===== config.mk =====
export PLATFORM = sky130hd
export DESIGN_NAME = ocp_div3
export DESIGN_NICKNAME = d
export VERILOG_FILES = /design/src/rtl/ocp_pkg.sv /design/src/rtl/ocp_div3.sv
export SDC_FILE = /design/constraint.sdc
export NUM_CORES = 1
export LEC_CHECK = 0
export ABC_AREA = 1
export BUFFER_PORTS_ARGS = -buffer_cell sky130_fd_sc_hd__buf_2
export CAP_MARGIN = 0
export CORE_MARGIN = 4
export CORE_UTILIZATION = 45
export CTS_CLUSTER_SIZE = 25
export DETAILED_ROUTE_END_ITERATION = 10
export SYNTH_ARGS = -nofsm -noshare
export SYNTH_HDL_FRONTEND = slang
export SYNTH_SLANG_ARGS = --single-unit

===== constraint.sdc =====
create_clock -name i_clk -period 5.36 [get_ports i_clk]
set_clock_uncertainty 0.05 [all_clocks]
set_input_delay 0.268 -clock i_clk [delete_from_list [all_inputs] [get_ports i_clk]]
set_output_delay 0.268 -clock i_clk [all_outputs]
set_load 0.1 [all_outputs]

===== src/rtl/ocp_pkg.sv =====
// Shared types and constants for the outline-to-cubic path unit.
// Holds the request and result item structs, command and kind codes and the
// divide-by-three constants. No dependencies.
package ocp_pkg;

    typedef struct packed {
        logic [2:0]         req_type;
        logic signed [31:0] ctl1_x;
        logic signed [31:0] ctl1_y;
        logic signed [31:0] ctl2_x;
        logic signed [31:0] ctl2_y;
        logic signed [31:0] end_x;
        logic signed [31:0] end_y;
    } t_req;

    typedef struct packed {
        logic [2:0]         elem_kind;
        logic signed [39:0] out_x1;
        logic signed [39:0] out_y1;
        logic signed [39:0] out_x2;
        logic signed [39:0] out_y2;
        logic signed [39:0] out_x3;
        logic signed [39:0] out_y3;
    } t_res;

    // Stage load enables for the divide-by-three unit.
    typedef struct packed {
        logic ld_a;
        logic ld_b;
    } t_div_ctl;

    localparam logic [2:0] REQ_MOVE  = 3'd0;
    localparam logic [2:0] REQ_LINE  = 3'd1;
    localparam logic [2:0] REQ_QUAD  = 3'd2;
    localparam logic [2:0] REQ_CUBIC = 3'd3;
    localparam logic [2:0] REQ_CLOSE = 3'd4;

    localparam logic [2:0] KIND_NONE    = 3'd0;
    localparam logic [2:0] KIND_MOVETO  = 3'd1;
    localparam logic [2:0] KIND_LINETO  = 3'd2;
    localparam logic [2:0] KIND_CURVETO = 3'd3;
    localparam logic [2:0] KIND_END     = 3'd4;
    localparam logic [2:0] KIND_ERROR   = 3'd5;

    localparam logic [2:0] CFG_M_XX    = 3'd0;
    localparam logic [2:0] CFG_M_XY    = 3'd1;
    localparam logic [2:0] CFG_M_YX    = 3'd2;
    localparam logic [2:0] CFG_M_YY    = 3'd3;
    localparam logic [2:0] CFG_SHIFT_X = 3'd4;
    localparam logic [2:0] CFG_SHIFT_Y = 3'd5;

    // ceil(2^41 / 3): floor(u / 3) == (u * DIV3_RECIP) >> 41 for u < 2^41.
    localparam logic [39:0] DIV3_RECIP = 40'd733007751851;
    // 3 * 2^38, added to make a 40-bit signed value non-negative.
    localparam logic [40:0] DIV3_BIAS  = 41'd824633720832;
    // 2^38, the quotient of the bias.
    localparam logic [41:0] DIV3_QOFS  = 42'd274877906944;

    localparam logic signed [49:0] MAX40 = 50'sd549755813887;
    localparam logic signed [49:0] MIN40 = -50'sd549755813888;

    function automatic logic signed [39:0] sat40(input logic signed [49:0] v);
        logic signed [49:0] c;
        if (v > MAX40) begin
            c = MAX40;
        end else if (v < MIN40) begin
            c = MIN40;
        end else begin
            c = v;
        end
        return c[39:0];
    endfunction

endpackage


===== src/rtl/ocp_div3.sv =====
// Two-stage floor division of a 40-bit signed value by three.
// Returns the quotient and the remainder (0 to 2). Depends on ocp_pkg.
module ocp_div3 import ocp_pkg::*; (
    input  logic               i_clk,
    input  t_div_ctl           i_ctl,
    input  logic signed [39:0] i_x,
    output logic signed [39:0] o_q,
    output logic [1:0]         o_r
);

    logic [40:0] u;
    logic [40:0] r_pp_ll;
    logic [40:0] r_pp_lh;
    logic [39:0] r_pp_hl;
    logic [39:0] r_pp_hh;
    logic [1:0]  r_u_lo;
    logic [81:0] sum;
    logic [40:0] qu;
    logic [41:0] q_full;
    logic [1:0]  r_mod;
    logic signed [39:0] r_q;
    logic [1:0]  r_r;

    // The bias is a multiple of three, so it moves the quotient by a constant.
    assign u = {i_x[39], i_x} + DIV3_BIAS;

    always_ff @(posedge i_clk) begin
        if (i_ctl.ld_a) begin
            r_pp_ll <= {20'b0, u[20:0]} * {21'b0, DIV3_RECIP[19:0]};
            r_pp_lh <= {20'b0, u[20:0]} * {21'b0, DIV3_RECIP[39:20]};
            r_pp_hl <= {20'b0, u[40:21]} * {20'b0, DIV3_RECIP[19:0]};
            r_pp_hh <= {20'b0, u[40:21]} * {20'b0, DIV3_RECIP[39:20]};
            r_u_lo  <= u[1:0];
        end
    end

    always_comb begin
        sum    = {1'b0, r_pp_hh, 41'b0} + {21'b0, r_pp_hl, 21'b0}
               + {21'b0, r_pp_lh, 20'b0} + {41'b0, r_pp_ll};
        qu     = sum[81:41];
        q_full = {1'b0, qu} - DIV3_QOFS;
        // The remainder is below four, so two bits of u - 3*qu give it exactly.
        r_mod  = r_u_lo - (qu[1:0] + {qu[0], 1'b0});
    end

    always_ff @(posedge i_clk) begin
        if (i_ctl.ld_b) begin
            r_q <= $signed(q_full[39:0]);
            r_r <= r_mod;
        end
    end

    assign o_q = r_q;
    assign o_r = r_r;

endmodule


==> results.cfg <==
[run_status]
outcome = complete, no violations

[setup_path]
crit_start = i_x[26]
cp_slowest_cell = fa_2
reg2reg_from = r_pp_ll[40]$_DFFE_PP_
worstPathRequired_ps = 5480
cp-end-kind = flip-flop
worst_path_most_repeated_cell = fa_1
slowest_delay_ps = 580
crit_chain = buf_2 -> buf_4 -> ha_4 -> fa_1 -> inv_2 -> fa_1 -> fa_2 -> inv_1 -> fa_1 -> fa_1 -> ha_2 -> fa_2 -> nand2_1 -> inv_2 -> nand2_2 -> nor2_4 -> inv_2 -> nor4_4 -> nand3_1 -> nand4_1 -> nand2_1
start_kind = input port
crit_fanout = 3
cp.arrival_ps = 5370
critPathTopFamily = adder cells
critPathBufInv = 6
path_class = in2reg

[logic_synthesis]
seq_area_frac_synth = 0.1752
synthTopCellsByArea = fa_1 24%, ha_1 18%, edfxtp_1 18%, inv_1 12%, nand2_1 8.6%
yosys_warnings = 0
synth_top_area_frac = 0.2362
synthDistinctLibCells = 53
ys.flop_type = edfxtp_1
ys_ff_latch = 180
async_flop_share = 0
synth_area_mm2 = 0.03086
avgSynthCellArea_um2 = 8.059
synth_edf_count = 180
syn_inst = 3829
syn_nets = 4686
yosysTopAreaCell = fa_1

[drt]
drtAntennaViolNets = 0
firstDrtPassIters = 6
wl_per_cell_um = 19.22
drc = 0
vias = 27250
wl_um = 102600
via_per_inst = 5.105
drt_iter0_drc = 2182

[clock_network]
clockBufferDepth = 2
cts_sinks = 180
tritoncts = done
numCtsBuffers = 17
clkSlewWorstSetupHoldPaths_ps = 70
insertion_delay_ps = 440
h-tree-depth = 4
clock-root-buffer = clkbuf_16
hold_buffers = 0

[final_layout]
drive_above_1_share = 0.1908
nNetsFinal = 5310
seq_area_mm2 = 0.005405
multiInputGateArea_mm2 = 0.02254
final_cells = 5339
area_growth_pct = 21.92
stdcell_area_mm2 = 0.03762
fillers = 6399
diodes = 0
most-common-layout-cells = 936 x inv_1, 697 x nand2_1, 518 x buf_4, 416 x ha_1, 341 x fa_1
mostFrequentLayoutCell = inv_1

[floorplanning]
start_util = 0.4570
die_x_um = 269.9
core-area_mm2 = 0.06751
floorplan.rows = 95
ios = 85
die-height_um = 269.9
die-area_mm2 = 0.07282

[grt]
overflow = 0
grt_max_degree = 86
grt_use_total = 0.2824
grt_pass1_wl_um = 158700
grt_pass1_vias = 27440
antenna_found_initial = 3

[timing]
min_period_over_period = 0.9782
max_slew_margin = 0.3918
max_freq_mhz = 190.7
tightest_slew_ps = 912.4
hold_violations = 0
maxSlewViolCount = 0
period_minus_slack_ps = 5243
rsz0062_at_grt = yes
setup_violations = 0

[worst_hold_path]
hold_class = in2reg
hold_start = i_x[1]

[placed_design]
place_area_mm2 = 0.03623
place_inst = 5297
port-buffer-count = 84
globalplace.congestion = 1.011
dp_hpwl_um = 92790

[flow_run]
max_cap_viol_count = 0
## worst register-to-register path: stages, from the launching register on
cell and delay [ps]:
edfxtp_1 480, fa_1 510, ha_1 330, nand2_1 140, inv_1 50, nand2_1 60
nand3_1 120, a21oi_1 250, nand3_1 210, nand2_1 130, nand2_1 80, ha_1 190
xor2_1 150, nand3b_1 180, nand2_1 70, nand2_1 40, nand2_1 50, inv_1 30
## what timing repair did
item | in CTS | in global routing
endpoints found under the setup margin | 9 | 48
gates cloned | 0 | 0
resized for setup | 11 | 183
pin swaps | 1 | 75
buffers inserted | 0 | 10
## registers in the layout, indices dropped and copies added (netlist names)
name     cells
o_q         40
o_r          2
r_pp_hh     38
r_pp_hl     40
r_pp_lh     39
r_pp_ll     21
## final cells by class
type / instances / share of cell area
multi-input combinational: 2678 / 0.5991
sequential: 180 / 0.1437
timing repair buffer: 605 / 0.1159
inverter: 971 / 0.09702
tap: 873 / 0.02904
clock buffer: 18 / 0.01141
clock inverter: 14 / 0.003858
## final timing paths
kind	end	slack, ps	cells after the start
min reg2reg	o_q[25]$_DFFE_PP_	570	2
min	r_pp_lh[2]$_DFFE_PP_	210	2
max	r_pp_hl[37]$_DFFE_PP_	120	21
max reg2reg	o_r[1]$_DFFE_PP_	2000	17
## cell usage after synthesis (10+ instances only)
library cell / count
inv_1: 951
nand2_1: 707
ha_1: 450
fa_1: 364
nor2_1: 354
a21oi_1: 189
edfxtp_1: 180
nand3_1: 148
o21ai_0: 116
xor2_1: 73
nor3_1: 42
xnor2_1: 35
nand4_1: 33
o21bai_1: 23
inv_2: 18
a21o_1: 16
o21a_1: 15
o21ai_1: 12
a21boi_0: 11
nand2_2: 10
## cells by family after synthesis
| kind of cell | after synthesis | share of synthesized area |
|---|---|---|
| xor+xnor | 109 | 0.03118 |
| fa+ha+maj | 814 | 0.4186 |
| flops | 180 | 0.1752 |
| buf+inv | 971 | 0.1182 |
| simple gates | 1339 | 0.1806 |
| compound gates | 416 | 0.07619 |
## layer usage
metal  wire, um  GRT usage
met1      48490     0.4196
met2      44810     0.4454
met3       7183    0.03775
met4       2130    0.05338
met5         27          0
## stage by stage
stage | util | TNS (ps) | hold WS (ps) | setup WS (ps)
after floorplan | - | 0 | 316.9 | 18.40
after global placement | 0.5366 | -17960 | 569.1 | -499.5
after global routing | 0.5572 | -120.8 | 192.4 | -29.78
final | 0.5572 | 0 | 206.0 | 116.6
after detailed placement | 0.5366 | -20640 | 561.4 | -525.7
after CTS | 0.5458 | 0 | 183.7 | 9.158
Power is left out: the tool's default activity adds up to more than one toggle a clock period on the data nets, which glitch-free logic cannot reach.
